**config.mk**
```make
export PLATFORM = sky130hd
export DESIGN_NAME = uuencode_line_encoder
export DESIGN_NICKNAME = d
export VERILOG_FILES = /design/src/design/uule_pkg.sv /design/src/design/uuencode_line_encoder.sv
export VERILOG_INCLUDE_DIRS = /design/src /design/src/design
export SDC_FILE = /design/constraint.sdc
export NUM_CORES = 1
export LEC_CHECK = 0
export BUFFER_PORTS_ARGS = -buffer_cell sky130_fd_sc_hd__buf_2
export CORE_MARGIN = 2
export CORE_UTILIZATION = 63
export DETAILED_ROUTE_END_ITERATION = 10
export GPL_ROUTABILITY_DRIVEN = 0
export PLACE_DENSITY = 0.8
export SYNTH_ARGS = -nofsm -noshare
export SYNTH_HDL_FRONTEND = slang
export SYNTH_SLANG_ARGS = --single-unit
```
**constraint.sdc**
```tcl
create_clock -name clock -period 4.91 [get_ports clock]
set_clock_uncertainty 0.05 [all_clocks]
set_input_delay 0.2455 -clock clock [delete_from_list [all_inputs] [get_ports clock]]
set_output_delay 0.2455 -clock clock [all_outputs]
set_load 0.03 [all_outputs]
```
**src/design/uuencode_line_encoder_assert.svh**
```systemverilog
// assertion macros for the uuencode line encoder
`ifndef UUENCODE_LINE_ENCODER_ASSERT_SVH
`define UUENCODE_LINE_ENCODER_ASSERT_SVH
`ifndef SYNTHESIS
`define UULE_ASSERT_SAME(label, ante, cons) \
   label: assert property (@(posedge clock) disable iff (reset) (ante) |-> (cons)) \
      else $error("uule assertion failed");
`define UULE_ASSERT_NEXT(label, ante, cons) \
   label: assert property (@(posedge clock) disable iff (reset) (ante) |=> (cons)) \
      else $error("uule assertion failed");
`else
`define UULE_ASSERT_SAME(label, ante, cons)
`define UULE_ASSERT_NEXT(label, ante, cons)
`endif
`endif

```
**src/design/uule_pkg.sv**
```systemverilog
// package: constants, types and character mapping for the uuencode line encoder
`default_nettype none
package uule_pkg;
   localparam int LINE_BYTES_DEF = 45;
   localparam int BYTE_W         = 8;
   localparam int CHAR_W         = 7;
   localparam int SIX_W          = 6;
   localparam int GROUP_W        = 3 * BYTE_W;
   localparam logic [CHAR_W-1:0] ZERO_CHAR = 7'd96;
   localparam logic [CHAR_W-1:0] CHAR_BIAS = 7'd32;

   typedef enum logic [1:0] {
      S_GATHER,
      S_LEN,
      S_READ,
      S_EMIT
   } uule_state_type;

   function automatic logic [CHAR_W-1:0] code_of(input logic [SIX_W-1:0] v);
      logic [CHAR_W-1:0] c;
      if (v == '0) begin
         c = ZERO_CHAR;
      end else begin
         c = {1'b0, v} + CHAR_BIAS;
      end
      return c;
   endfunction
endpackage
`default_nettype wire

```
**src/design/uuencode_line_encoder.sv**
```systemverilog
// top level: uuencode line encoder with line store and shared shift sequencer
// flow: after a flushing request is accepted the encoder enters the length state, and the length
// char is registered once the output slot is free; each group of three bytes is then read into
// the shared 24-bit shifter and emitted as four chars, stalling while the receiver holds off
// throughput: one request per cycle while gathering; ready stays low until the line is flushed
// reset: synchronous, clears state, fill count and output valid; line store not cleared
`default_nettype none
`include "uuencode_line_encoder_assert.svh"
module uuencode_line_encoder
   import uule_pkg::*;
#(
   parameter int LINE_BYTES = LINE_BYTES_DEF
) (
   input  wire logic              clock,
   input  wire logic              reset,
   input  wire logic              req_valid,
   output logic                   req_ready,
   input  wire logic [BYTE_W-1:0] req_in_byte,
   input  wire logic              req_end_of_message,
   output logic                   rsp_valid,
   input  wire logic              rsp_ready,
   output logic [CHAR_W-1:0]      rsp_out_char,
   output logic                   rsp_end_of_line,
   output logic                   rsp_message_done
);
   localparam int ADDR_W = $clog2(LINE_BYTES);
   localparam int CNT_W  = $clog2(LINE_BYTES + 3);

   uule_state_type state_ff, state_in;
   logic [CNT_W-1:0]   fill_ff, fill_in;
   logic [CNT_W-1:0]   base_ff, base_in;
   logic [1:0]         step_ff, step_in;
   logic               last_ff, last_in;
   logic [GROUP_W-1:0] grp_ff, grp_in;
   logic [BYTE_W-1:0]  rd_data_ff;
   logic [BYTE_W-1:0]  line_mem [LINE_BYTES];
   logic               rsp_valid_ff, rsp_valid_in;
   logic [CHAR_W-1:0]  char_ff, char_in;
   logic               eol_ff, eol_in;
   logic               done_ff, done_in;

   logic               slot_free, req_fire, line_end, group_last;
   logic               load_len, load_emit;
   logic [CNT_W-1:0]   rd_pos, cap_pos;
   logic [ADDR_W-1:0]  rd_addr;
   logic [BYTE_W-1:0]  cap_byte;

   // handshake and sequencer outputs
   always_comb begin
      slot_free  = !rsp_valid_ff || rsp_ready;
      req_ready  = (state_ff == S_GATHER);
      req_fire   = req_valid && req_ready;
      line_end   = req_fire && ((fill_ff + CNT_W'(1) == CNT_W'(LINE_BYTES))
                                || req_end_of_message);
      load_len   = (state_ff == S_LEN) && slot_free;
      load_emit  = (state_ff == S_EMIT) && slot_free;
      group_last = (base_ff + CNT_W'(3)) >= fill_ff;
      rd_pos     = base_ff + CNT_W'(step_ff);
      cap_pos    = rd_pos - CNT_W'(1);
      rd_addr    = (rd_pos < CNT_W'(LINE_BYTES)) ? rd_pos[ADDR_W-1:0] : '0;
      cap_byte   = (cap_pos < fill_ff) ? rd_data_ff : '0;
   end

   // next state
   always_comb begin
      state_in = state_ff;
      unique case (state_ff)
         S_GATHER: if (line_end) state_in = S_LEN;
         S_LEN:    if (slot_free) state_in = S_READ;
         S_READ:   if (step_ff == 2'd3) state_in = S_EMIT;
         S_EMIT: begin
            if (slot_free && step_ff == 2'd3) begin
               state_in = group_last ? S_GATHER : S_READ;
            end
         end
         default:  state_in = S_GATHER;
      endcase
   end

   // counters, shifter and output register
   always_comb begin
      fill_in      = fill_ff;
      base_in      = base_ff;
      step_in      = step_ff;
      last_in      = last_ff;
      grp_in       = grp_ff;
      rsp_valid_in = rsp_valid_ff;
      char_in      = char_ff;
      eol_in       = eol_ff;
      done_in      = done_ff;
      if (rsp_valid_ff && rsp_ready) rsp_valid_in = 1'b0;
      unique case (state_ff)
         S_GATHER: begin
            if (req_fire) begin
               fill_in = fill_ff + CNT_W'(1);
               last_in = req_end_of_message;
               base_in = '0;
               step_in = '0;
            end
         end
         S_LEN: begin
            if (load_len) begin
               rsp_valid_in = 1'b1;
               char_in      = code_of(SIX_W'(fill_ff));
               eol_in       = 1'b0;
               done_in      = 1'b0;
            end
         end
         S_READ: begin
            step_in = step_ff + 2'd1;
            if (step_ff != 2'd0) grp_in = {grp_ff[GROUP_W-BYTE_W-1:0], cap_byte};
         end
         S_EMIT: begin
            if (load_emit) begin
               rsp_valid_in = 1'b1;
               char_in      = code_of(grp_ff[GROUP_W-1 -: SIX_W]);
               eol_in       = (step_ff == 2'd3) && group_last;
               done_in      = (step_ff == 2'd3) && group_last && last_ff;
               grp_in       = grp_ff << SIX_W;
               step_in      = step_ff + 2'd1;
               if (step_ff == 2'd3) begin
                  base_in = base_ff + CNT_W'(3);
                  if (group_last) fill_in = '0;
               end
            end
         end
         default: ;
      endcase
   end

   always_ff @(posedge clock) begin
      if (reset) begin
         state_ff     <= S_GATHER;
         fill_ff      <= '0;
         base_ff      <= '0;
         step_ff      <= '0;
         last_ff      <= 1'b0;
         rsp_valid_ff <= 1'b0;
      end else begin
         state_ff     <= state_in;
         fill_ff      <= fill_in;
         base_ff      <= base_in;
         step_ff      <= step_in;
         last_ff      <= last_in;
         rsp_valid_ff <= rsp_valid_in;
      end
   end

   always_ff @(posedge clock) begin
      grp_ff  <= grp_in;
      char_ff <= char_in;
      eol_ff  <= eol_in;
      done_ff <= done_in;
   end

   // line store
   always_ff @(posedge clock) begin
      if (req_fire) line_mem[fill_ff[ADDR_W-1:0]] <= req_in_byte;
      rd_data_ff <= line_mem[rd_addr];
   end

   assign rsp_valid        = rsp_valid_ff;
   assign rsp_out_char     = char_ff;
   assign rsp_end_of_line  = eol_ff;
   assign rsp_message_done = done_ff;

   `UULE_ASSERT_SAME(a_fill_room, state_ff == S_GATHER, fill_ff < CNT_W'(LINE_BYTES))
   `UULE_ASSERT_SAME(a_done_on_eol, rsp_valid && rsp_message_done, rsp_end_of_line)
   `UULE_ASSERT_NEXT(a_flush_stalls, req_fire && req_end_of_message, !req_ready)
   `UULE_ASSERT_SAME(a_base_in_line, state_ff == S_EMIT, base_ff < fill_ff)
endmodule
`default_nettype wire
```
==> Word-level counts from Yosys, hierarchy flattened <==
Memory sizes are Yosys's and may differ from the RTL's. A register that Yosys moved wholly into a read port is not among the register bits.
Index checks and enable logic that the tools add are counted.
{ "word_totals": {"inputBits": 13, "mem_count": 1, "out_inout_bits": 11, "ram_bits": 360, "mem_bits_ro": 0, "latchBits": 0, "elab_cells": 101, "reg_bits": 51} }
{ "mem_list": {"columns": ["memory", "depth", "word_bits", "rd", "rd_ports_with_merged_regs", "wr", "line_no", "rtl"], "rows": [
  ["line_mem", 45, 8, 1, 1, 1, "uuencode_line_encoder.sv:36", "logic [BYTE_W-1:0] line_mem [LINE_BYTES];"]
]} }
{ "classes": {"n_reduce_logical": 26, "n_bitwise": 0, "n_addsub": 7, "n_eq_ne": 15, "muxes": 39, "n_lt_le_gt_ge": 3, "div_mod_pow": 0, "n_mul": 0, "shifts": 0} }
{ "ops": {"columns": ["operator", "n"], "rows": [
  ["$mux 24", 2],
  ["$mux 6", 8],
  ["$pmux 24 s2", 1],
  ["$mux 7", 4],
  ["$pmux 6 s2", 2],
  ["$add 6x6->7 const B", 2],
  ["$mux 2", 7],
  ["$pmux 7 s2", 1],
  ["$logic_not 6->1", 2],
  ["$ne 2x2->1 const B", 6],
  ["$reduce_and 3->1", 3],
  ["$logic_and 1x1->1", 8],
  ["$mux 1", 8],
  ["$mux 8", 1],
  ["$ne 2x1->1 const B", 4],
  ["$pmux 2 s4", 1],
  ["$reduce_and 4->1", 2],
  ["$reduce_bool 2->1", 4],
  ["$add 6x1->6 const B", 1],
  ["$add 6x2->6", 1],
  ["$add 6x2->6 const B", 1],
  ["$eq 2x2->1 const B", 3],
  ["$eq 6x6->1 const B", 1],
  ["$ge 6x6->1", 1],
  ["other kinds (13)", 16]
]} }

==> Depth between registers and ports, before layout <==
Gate-level depths: netlist (run 1).
{ "depth": {"ltp_word": 6, "ltp_mapped": 17, "depth_no_buf": 13} }

==> Least setup slack after synthesis (run 1) <==
No wires, ideal clock.
{ "synth_timing": {"path_kind": "reg2reg", "from": "register base_ff[0]", "to": "register rd_data_ff[4], read port of line_mem", "setup_time_ps": 119, "n_path_buf": 5, "period_less_slack_ps": 3631, "stages_incl_launch_ff": 17, "required_ps": 4741, "arrival_time_ps": 3462, "setup_slack_ps": 1279, "cell_sequence": "dfxtp_1 ha_1 buf_2 inv_1 buf_1 clkbuf_1 ha_1 buf_1 nor2b_1 a21oi_1 and3_1 nor2_4 nor2_1 buf_2 nand3_1 a41o_1 o221a_1"} }
{ "synth_between": {"elab_chain_len": 3} }
{ "synth_rtl": {"columns": ["item", "line_no", "rtl"], "rows": [
  ["start, declared", "uuencode_line_encoder.sv:31", "logic [CNT_W-1:0] base_ff, base_in;"],
  ["start signal, assigned", "uuencode_line_encoder.sv:142", "base_ff <= base_in;"],
  ["$add 6x2->6 (*)", "uuencode_line_encoder.sv:58", "rd_pos = base_ff + CNT_W'(step_ff);"],
  ["$lt 6x6->1", "uuencode_line_encoder.sv:60", "rd_addr = (rd_pos < CNT_W'(LINE_BYTES)) ? rd_pos[ADDR_W-1:0] : '0;"],
  ["$mux 6 (*)", "uuencode_line_encoder.sv:60", null],
  ["end, declared", "uuencode_line_encoder.sv:35", "logic [BYTE_W-1:0] rd_data_ff;"]
]} }
Every way passes the cells marked *; elsewhere a longest branch is shown, timed or not.
A chain may end at the register's enable or synchronous reset.

==> Worst setup path in the final report (run 1) <==
{ "layout_timing": {"from": "register base_ff[0]", "to": "register grp_ff[6] (data pin)"} }
{ "layout_between": {"elab_chain_len": 6} }
{ "layout_rtl": {"columns": ["item", "line_no", "rtl"], "rows": [
  ["$add 6x2->6", "uuencode_line_encoder.sv:58", null],
  ["$sub 6x1->6", "uuencode_line_encoder.sv:59", "cap_pos = rd_pos - CNT_W'(1);"],
  ["$lt 6x6->1", "uuencode_line_encoder.sv:61", "cap_byte = (cap_pos < fill_ff) ? rd_data_ff : '0;"],
  ["$mux 8", "uuencode_line_encoder.sv:61", null],
  ["$mux 24", "uuencode_line_encoder.sv:111", "if (step_ff != 2'd0) grp_in = {grp_ff[GROUP_W-BYTE_W-1:0], cap_byte};"],
  ["$pmux 24 s2", "uuencode_line_encoder.sv:92", "unique case (state_ff)"],
  ["via grp_in[6]", "uuencode_line_encoder.sv:34", "logic [GROUP_W-1:0] grp_ff, grp_in;"],
  ["end signal, assigned", "uuencode_line_encoder.sv:150", "grp_ff <= grp_in;"],
  ["end, declared", "uuencode_line_encoder.sv:34", null]
]} }
The timed path passes the listed nets, and every way through them passes these cells. The select of a mux whose other input is x is not followed.

==> impl_metrics.toml, run 1 <==
[outcome]
outcome = "finished clean"

[yosys]
synthesis.nets = 1281
syn_area_mm2 = 0.0177
ys_async_sr_fraction = 0
yosysUniqueCellTypes = 69
synth-main-ff-cell = "edfxtp_1"
yosys_warnings = 0
synth_area_per_cell_um2 = 14.2
synth-seq-cells = 419
yosysSeqAreaShare = 0.696
netlist_instances = 1244
synth_edf_count = 393

[grt]
antenna_found_initial = 0
grt_max_degree = 74
globalRoute.totalOverflow = 0
grt_pass1_wl_um = 63800
grt_use_total = 0.295
first_global_vias = 10600

[detailed_routing]
drtIter0Drc = 1636
drt-total-wl_um = 42500
ant_nets = 0
drc = 0
drtPass1Iterations = 7
vias_per_cell = 6.60
vias = 11100
wire_per_inst_um = 25.3

[final_layout]
multi_input_area_mm2 = 0.00503
design_area_mm2 = 0.0196
fill_cells = 1742
synthToLayoutAreaGrowth_pct = 11.0
nets = 1302
drive_above_1_share = 0.134
seqCellArea_mm2 = 0.0123

[sta]
setup_viol = 0
fmax_mhz = 246
relSlewSlack = 0.283
period_share = 0.827
report.final.slew_viol_count = 0
period_minus_slack_ps = 4060
hold_viol_final = 0
tightestPinTransition_ps = 1080
fin_setup_tns_ps = 0
rsz0062_at_grt = "false"

[floorplan]
core_mm2 = 0.0277
die_h_um = 172
start_util = 0.639
io_pins = 24
core.rowCount = 61
dieArea_mm2 = 0.0295
die_w_um = 172

[power_and_ir_drop]
switching_share = 0.258
power.switching_uw = 2310
power_density_mw_per_mm2 = 455
power.share.clock = 0.371
seqPwrFrac = 0.473
ir_drop_mv = 0.354
power.internal_uw = 6640
combPwrFrac = 0.156
power.total_uw = 8950
p_leak_uw = 0.00646

[critical_path]
r2r_start = "base_ff[0]"
cp.arrival_ps = 4420
rr_worst_depth = 13
rrSetupSlack_ps = 850
crit_end = "grp_ff[6]"
critical_path_required_ps = 5270
critPathLaunch = "base_ff[0]"
cpMaxStageDelayCell = "a211oi_1"
r2r_end = "grp_ff[6]"
crit_path_start_kind = "register"
end_kind = "register"
crit_path_cell_trace = "ha_4, inv_1, fa_2, buf_4, nand2_1, nor2_1, xnor2_1, ha_1, nor2b_1, o21ai_0, nand2b_1, a211oi_1, a22o_1"
slowest_delay_ps = 630
timing_worst_setup_path_type = "reg2reg"
path_max_fanout = 38

[clock_network]
cts_buffers = 42
h-tree-depth = 2
cts_setup_buffers = 0
cts_buffer_depth = 3
clockRootBuffer = "clkbuf_16"
insertion_delay_ps = 550
clk_pin_slew_ps = 60
numClockSinks = 419
cts_tree = "done"

[placed_design]
dp_hpwl_um = 26400
port_buffers = 23
place_area_mm2 = 0.0182

[job]
drv_cap = 0

[min_path]
hold_class = "in2reg"
power by group through the flow:
stage	Combinational (uW)	Sequential [uW]	Clock, uW
after floorplan	917	4310	0
after global placement	1330	4300	0
after detailed placement	1360	4300	0
after CTS	1380	4230	3340
after global routing	1500	4240	3460
final	1400	4230	3320
Yosys cell counts (5+ instances only):
cell type | count | area share
nor3_1 | 14 | 0.0040
o21ai_0 | 58 | 0.016
o221a_1 | 6 | 0.0038
nand3_1 | 37 | 0.010
nor2_1 | 115 | 0.024
o31a_1 | 7 | 0.0035
o22ai_1 | 9 | 0.0032
xnor2_1 | 8 | 0.0040
a221oi_1 | 12 | 0.0059
a31oi_1 | 9 | 0.0032
nor2b_1 | 6 | 0.0021
edfxtp_1 | 393 | 0.67
buf_4 | 5 | 0.0021
mux2i_1 | 59 | 0.033
and3_1 | 15 | 0.0053
a22o_1 | 6 | 0.0030
and2_1 | 11 | 0.0039
a211oi_1 | 19 | 0.0081
dfxtp_1 | 26 | 0.029
a21oi_1 | 56 | 0.016
o221ai_1 | 20 | 0.0099
nand2_1 | 111 | 0.024
nand2b_1 | 8 | 0.0028
clkbuf_1 | 27 | 0.0057
mux4_2 | 9 | 0.011
a21o_1 | 8 | 0.0034
buf_1 | 10 | 0.0021
ha_1 | 23 | 0.016
buf_2 | 26 | 0.0074
a311oi_1 | 6 | 0.0030
a41o_1 | 9 | 0.0051
inv_1 | 17 | 0.0036
mux2_2 | 35 | 0.022
worst min path at each step:
stage	end	depth (start not counted)	start	slack (ps)
6_report	base_ff[1]	2	reset	40
5_1_grt	step_ff[0]	2	reset	60
4_1_cts	base_ff[2]	2	reset	30
3_5_place_dp	last_ff	2	last_ff	410
3_3_place_gp	last_ff	2	last_ff	410
2_1_floorplan	line_mem[0][0]	0	req_in_byte[0]	290
cells by family after synthesis:
group	synth area share
mux	0.0671
simple gates	0.0843
compound gates	0.104
xor+xnor	0.00975
buf+inv	0.0218
flops	0.696
fa+ha+maj	0.0174
state kept, by name, indices dropped and copies added (netlist names):
signal	flops
line_mem	360
grp_ff	24
rd_data_ff	8
rsp_out_char	7
base_ff	6
fill_ff	6
state_ff	2
step_ff	2
last_ff	1
rsp_end_of_line	1
rsp_message_done	1
rsp_valid	1
what timing repair did:
item | CTS | global route
endpoints found under the hold margin | 2 | 0
endpoints found under the setup margin | 0 | 0
gates resized for setup | 0 | 0
hold buffers | 3 | 0
area by class of cell:
cell class,count,share of cell area
flip-flops and latches,419,0.627
multi-input cells,738,0.256
clock buffers,46,0.0553
well taps,378,0.0241
clock inverters,32,0.0188
repair buffers,46,0.0150
inverters,18,0.00344
diodes,2,0.000255
stage by stage:
step	hold WS (ps)	utilization	std cells	setup WS, ps
final	41.6	0.709	1679	850
after detailed placement	412	0.655	1596	910
after floorplan	294	-	1244	1280
after global placement	412	0.655	1596	1060
after CTS	31.7	0.709	1677	858
after global routing	56.3	0.709	1677	551
critical path, delay by kind of cell (launching register included):
kind / cells / cell delay [ps]
AOI/OAI and AO/OA: 3 / 1060
adders and majority gates: 3 / 980
and+or+nand+nor: 4 / 710
buffers and inverters: 2 / 520
DFF: 1 / 460
xor gates and xnor gates: 1 / 140
routing by layer:
layer	global-route usage	wire length (um)	part of all wire	vias to the layer above
li1	-	-	-	4828
met1	0.396	15900	0.37	5409
met2	0.465	20000	0.47	715
met3	0.0566	4480	0.11	137
met4	0.150	2090	0.049	0
met5	0	0	0	-
placed cells by master, fill, tap and decap left out, types with 15 or more instances in the layout:
master | synthesis | final
o221ai_1 | 20 | 20
ha_1 | 23 | 21
edfxtp_1 | 393 | 393
buf_4 | 5 | 20
clkinv_1 | 1 | 15
clkbuf_16 | 0 | 43
a211oi_1 | 19 | 19
a21oi_1 | 56 | 54
dfxtp_1 | 26 | 26
inv_1 | 17 | 17
nor2_1 | 115 | 115
nand3_1 | 37 | 37
and3_1 | 15 | 15
buf_2 | 26 | 23
mux2_2 | 35 | 35
mux2i_1 | 59 | 59
o21ai_0 | 58 | 58
nand2_1 | 111 | 111
No activity file was read; power rests on OpenSTA's default activity.
==> run 2: changes to the inputs <==
--- a/config.mk
+++ b/config.mk
@@ -8,10 +8,10 @@
 export LEC_CHECK = 0
 export BUFFER_PORTS_ARGS = -buffer_cell sky130_fd_sc_hd__buf_2
 export CORE_MARGIN = 2
-export CORE_UTILIZATION = 63
+export CORE_UTILIZATION = 57
 export DETAILED_ROUTE_END_ITERATION = 10
 export GPL_ROUTABILITY_DRIVEN = 0
-export PLACE_DENSITY = 0.8
+export PLACE_DENSITY = 0.76
 export SYNTH_ARGS = -nofsm -noshare
 export SYNTH_HDL_FRONTEND = slang
 export SYNTH_SLANG_ARGS = --single-unit
==> constraint.sdc (replaced) <==
create_clock -name clock -period 3.6 [get_ports clock]
set_clock_uncertainty 0.05 [all_clocks]
set_input_delay 0.18 -clock clock [delete_from_list [all_inputs] [get_ports clock]]
set_output_delay 0.18 -clock clock [all_outputs]
set_load 0.03 [all_outputs]
==> run 2 against run 1 <==
Compared with the run above:
- clock-buffer cell count increased by 12
- clock power increased by 26%
- setup slack lost 710 ps
- utilization decreased by 5.7 points
- sequential cell count stayed put
- global-route usage is 3.2 points lower
- first-iteration DRC count fell by 0.24%
- maximum frequency up 17%
- largest power group unchanged
- highest routed layer unchanged
==> impl_metrics.toml, run 2 (synthesis gave the netlist of run 1 again) <==
[clock_network]
insertion_delay_ps = 540
cts_buffer_depth = 3
cts_buffers = 42
clk_pin_slew_ps = 60
h-tree-depth = 2
clockRootBuffer = "clkbuf_16"
cts_tree = "done"
numClockSinks = 419

[detailed_routing]
drt-total-wl_um = 43000
drtPass1Iterations = 6
vias_per_cell = 6.40
drtIter0Drc = 1632
wire_per_inst_um = 24.7
ant_nets = 0
drc = 0
vias = 11100

[floorplan]
die_w_um = 180
start_util = 0.579
core_mm2 = 0.0306
io_pins = 24
die_h_um = 180
core.rowCount = 64
dieArea_mm2 = 0.0325

[sta]
fin_setup_tns_ps = 0
tightestPinTransition_ps = 1070
fmax_mhz = 289
hold_viol_final = 0
report.final.slew_viol_count = 0
rsz0062_at_grt = "false"
period_minus_slack_ps = 3460
period_share = 0.961
setup_viol = 0
relSlewSlack = 0.284
fin_hold_ws_ps = 238

[final_layout]
final_cell_mix = "393 x edfxtp_1, 115 x nor2_1, 111 x nand2_1"
nets = 1349
drive_above_1_share = 0.163
synthToLayoutAreaGrowth_pct = 12.6
largest_register_ffs = 360
layout_commonest_cell = "edfxtp_1"
fill_cells = 2145
multi_input_area_mm2 = 0.00504
seqCellArea_mm2 = 0.0123

[grt]
antenna_found_initial = 1
grt_pass1_wl_um = 64900
first_global_vias = 10800
grt_max_degree = 67
globalRoute.totalOverflow = 0
grt_use_total = 0.263

[power_and_ir_drop]
p_leak_uw = 0.00665
combPwrFrac = 0.163
power.share.clock = 0.352
seqPwrFrac = 0.485
power.internal_uw = 8790
power_density_mw_per_mm2 = 598
power.switching_uw = 3130
switching_share = 0.263
ir_drop_mv = 0.434

[critical_path]
timing_worst_setup_path_type = "reg2reg"
crit_path_start_kind = "register"
end_kind = "register"
path_max_fanout = 41
rrSetupSlack_ps = 140
cp.arrival_ps = 3850
critical_path_required_ps = 3990

[placed_design]
port_buffers = 23
dp_hpwl_um = 27100

[min_path]
hold_class = "in2reg"

[outcome]
outcome = "finished clean"

[job]
drv_cap = 0
[run 2: cell count changes in the layout (fill, tap and decap cells not counted), sizes merged]
cell / change
diode: -1
clkinv: -12
bufinv: -5
buf: +44
dlygate4sd3: +3
inv: +2
clkbuf: +12
[run 2: per-layer routing]
| layer | wire length, um | GRT usage | part of all wire |
|---|---|---|---|
| met5 | 0 | 0 | 0 |
| met4 | 1910 | 0.116 | 0.044 |
| met3 | 4290 | 0.0558 | 0.10 |
| met2 | 20200 | 0.418 | 0.47 |
| met1 | 16600 | 0.352 | 0.39 |
[run 2: layout make-up]
cell class,count,area share
multi-input combinational,738,0.253
tap,396,0.0249
inverter,18,0.00339
sequential,419,0.618
timing repair buffer,93,0.0347
clock buffer,58,0.0567
clock inverter,17,0.00954
antenna,1,0.000126
[run 2: what timing repair did]
item | 4_1_cts | 5_1_grt
hold endpoints to repair | 13 | 0
hold buffers | 6 | 0
gates resized for setup | 0 | 6
endpoints found under the setup margin | 0 | 15
setup buffers | 0 | 3
[run 2: critical path, stage by stage (launching register included)]
cell	delay [ps]
dfxtp_1	420
ha_4	180
inv_1	50
fa_2	440
ha_2	250
o31a_2	420
o21ai_4	360
buf_12	270
mux2i_1	120
mux2i_1	240
o221ai_1	210
a221oi_1	310
[run 2: path summary, 6_finish.rpt]
path / start / cells past startpoint / end
max reg2reg: step_ff[0] / 11 / rd_data_ff[3]
min: req_valid / 6 / state_ff[0]
max: step_ff[0] / 11 / rd_data_ff[3]
min reg2reg: fill_ff[5] / 1 / fill_ff[5]
[run 2: per-stage QoR]
step                instance area [um^2]  setup WS (ps)   util  std cells  power [uW]
detailed placement                 18500            121  0.605       1655        7760
global route                       19900           1.80  0.652       1739       12400
floorplan                          17700           5.22      -       1244        7130
CTS                                19900           99.9  0.650       1736       11900
global placement                   18500            229  0.605       1655        7720
finish                             19900            142  0.652       1740       11900
[run 2: power groups by stage]
stage / clock network, uW / logic [uW] / registers [uW]
after CTS: 4240 / 1910 / 5780
final: 4190 / 1950 / 5780
after floorplan: 0 / 1250 / 5880
after global routing: 4450 / 2100 / 5800
after detailed placement: 0 / 1880 / 5880
after global placement: 0 / 1850 / 5870
==> run 3: changes to the inputs <==
--- a/config.mk
+++ b/config.mk
@@ -8,10 +8,11 @@
 export LEC_CHECK = 0
 export BUFFER_PORTS_ARGS = -buffer_cell sky130_fd_sc_hd__buf_2
 export CORE_MARGIN = 2
-export CORE_UTILIZATION = 57
+export CORE_UTILIZATION = 59
+export CTS_BUF_LIST = sky130_fd_sc_hd__clkbuf_4
 export DETAILED_ROUTE_END_ITERATION = 10
 export GPL_ROUTABILITY_DRIVEN = 0
-export PLACE_DENSITY = 0.76
+export PLACE_DENSITY = 0.78
 export SYNTH_ARGS = -nofsm -noshare
 export SYNTH_HDL_FRONTEND = slang
 export SYNTH_SLANG_ARGS = --single-unit
==> run 3 against run 2 <==
Compared with the run above:
- design area grew 0.50%
- utilization grew 2.6 points
- clock-buffer cell count grew 91
- first-iteration DRC count shrank 8.4%
- register-to-register slack lost 90 ps
- sequential share of layout area shrank 0.31 points
- combinational power grew 2%
- critical path type unchanged
- clock power shrank 5.5%
- via count grew 5.1%
==> impl_metrics.toml, run 3 (synthesis gave the netlist of run 1 again) <==
[outcome]
outcome = "finished clean"

[clock_network]
cts_buffer_depth = 3
h-tree-depth = 3
numClockSinks = 419
insertion_delay_ps = 780
clockRootBuffer = "clkbuf_4"
clk_pin_slew_ps = 80
cts_buffers = 102
cts_tree = "done"

[critical_path]
r2r_end = "rd_data_ff[4]"
end_kind = "register"
crit_end = "rd_data_ff[4]"
path_max_fanout = 13
cp.arrival_ps = 4160
critical_path_required_ps = 4210
rr_worst_depth = 12
crit_path_start_kind = "register"
rrSetupSlack_ps = 60
critPathLaunch = "step_ff[0]"
timing_worst_setup_path_type = "reg2reg"
r2r_start = "step_ff[0]"

[power_and_ir_drop]
power.total_uw = 11700
ir_drop_mv = 0.302
power_density_mw_per_mm2 = 585
p_leak_uw = 0.00683

[final_layout]
drive_above_1_share = 0.219
post_layout_nonfiller_instances = 1851
layout_commonest_cell = "edfxtp_1"
final_cell_mix = "393 x edfxtp_1, 149 x clkbuf_4, 115 x nor2_1"
nets = 1408
largest_register_ffs = 360
fill_cells = 2007
synthToLayoutAreaGrowth_pct = 13.2

[sta]
layout_setup_ws_ps = 56.2
fmax_mhz = 282
setup_viol = 0
relSlewSlack = 0.291
period_share = 0.984
report.final.slew_viol_count = 0
period_minus_slack_ps = 3540
hold_viol_final = 0
tightestPinTransition_ps = 1060

[grt]
antenna_found_initial = 1
first_global_vias = 11600
globalRoute.totalOverflow = 0
grt_use_total = 0.288
grt_max_degree = 107
grt_pass1_wl_um = 67100

[floorplan]
io_pins = 24
core.rowCount = 63
die_w_um = 177
core_mm2 = 0.0296
start_util = 0.599
die_h_um = 177
dieArea_mm2 = 0.0314

[detailed_routing]
vias = 11700
ant_nets = 0
drc = 0
vias_per_cell = 6.33
wire_per_inst_um = 24.0
drtIter0Drc = 1495
drt-total-wl_um = 44400
drtPass1Iterations = 6

[min_path]
hold_class = "in2reg"

[job]
drv_cap = 0

[placed_design]
preCtsSetupSlack_ps = 38.8
dp_cells = 1642
dp_hpwl_um = 27100
port_buffers = 23
-- run 3: timing repair --
| item | in CTS | in global routing |
|---|---|---|
| setup endpoints to repair | 1 | 8 |
| gates resized for setup | 1 | 8 |
| cloned | 0 | 1 |
| hold endpoints to repair | 18 | 0 |
| pin swaps | 0 | 4 |
| hold buffers | 6 | 0 |
| setup buffers | 0 | 8 |
-- run 3: worst min-delay path by stage --
stage,to,from,slack (ps),cells after the start
2_1_floorplan,line_mem[0][0],req_in_byte[0],230,0
3_3_place_gp,last_ff,req_end_of_message,400,3
3_5_place_dp,last_ff,req_end_of_message,410,3
4_1_cts,step_ff[0],req_valid,2,5
5_1_grt,state_ff[0],req_valid,60,6
6_report,state_ff[0],req_valid,30,6
-- run 3: where the power goes --
part | switching [uW] | internal [uW] | leakage (uW)
Clock | 1900 | 2060 | 0.000797
Combinational | 1240 | 745 | 0.00227
Sequential | 142 | 5630 | 0.00376
-- run 3: cell type report --
class | instances | area, um^2 | share of cell area
repair buffers | 92 | 744 | 0.0372
clock buffers | 149 | 1120 | 0.0558
clock inverters | 44 | 228 | 0.0114
diodes | 1 | 2.50 | 0.000125
multi-input cells | 738 | 5070 | 0.253
inverters | 18 | 67.6 | 0.00337
flip-flops and latches | 419 | 12300 | 0.615
well taps | 390 | 488 | 0.0244
-- run 3: critical path, stage by stage (launching register included) --
cell,delay [ps]
dfxtp_1,420
ha_4,180
inv_1,50
fa_2,420
nand3b_1,290
xor2_4,300
o31a_2,280
o21ai_1,120
buf_4,220
a211oi_1,380
o21ai_0,280
a41o_1,320
o221a_1,110
-- run 3: stage by stage --
step | area, um^2 | util | setup TNS [ps] | hold slack (ps)
detailed placement | 18500 | 0.625 | 0 | 407
global route | 20000 | 0.678 | -3.92 | 64.2
CTS | 19900 | 0.673 | 0 | 1.86
finish | 20000 | 0.678 | 0 | 29.9
global placement | 18500 | 0.625 | 0 | 399
floorplan | 17700 | - | 0 | 229
-- run 3: metal layers --
| metal | vias to the layer above | GRT usage | routed length, um |
|---|---|---|---|
| li1 | 5130 | - | - |
| met1 | 5626 | 0.374 | 16500 |
| met2 | 805 | 0.450 | 20700 |
| met3 | 147 | 0.0726 | 5130 |
| met4 | 0 | 0.151 | 2090 |
| met5 | - | 0 | 0 |
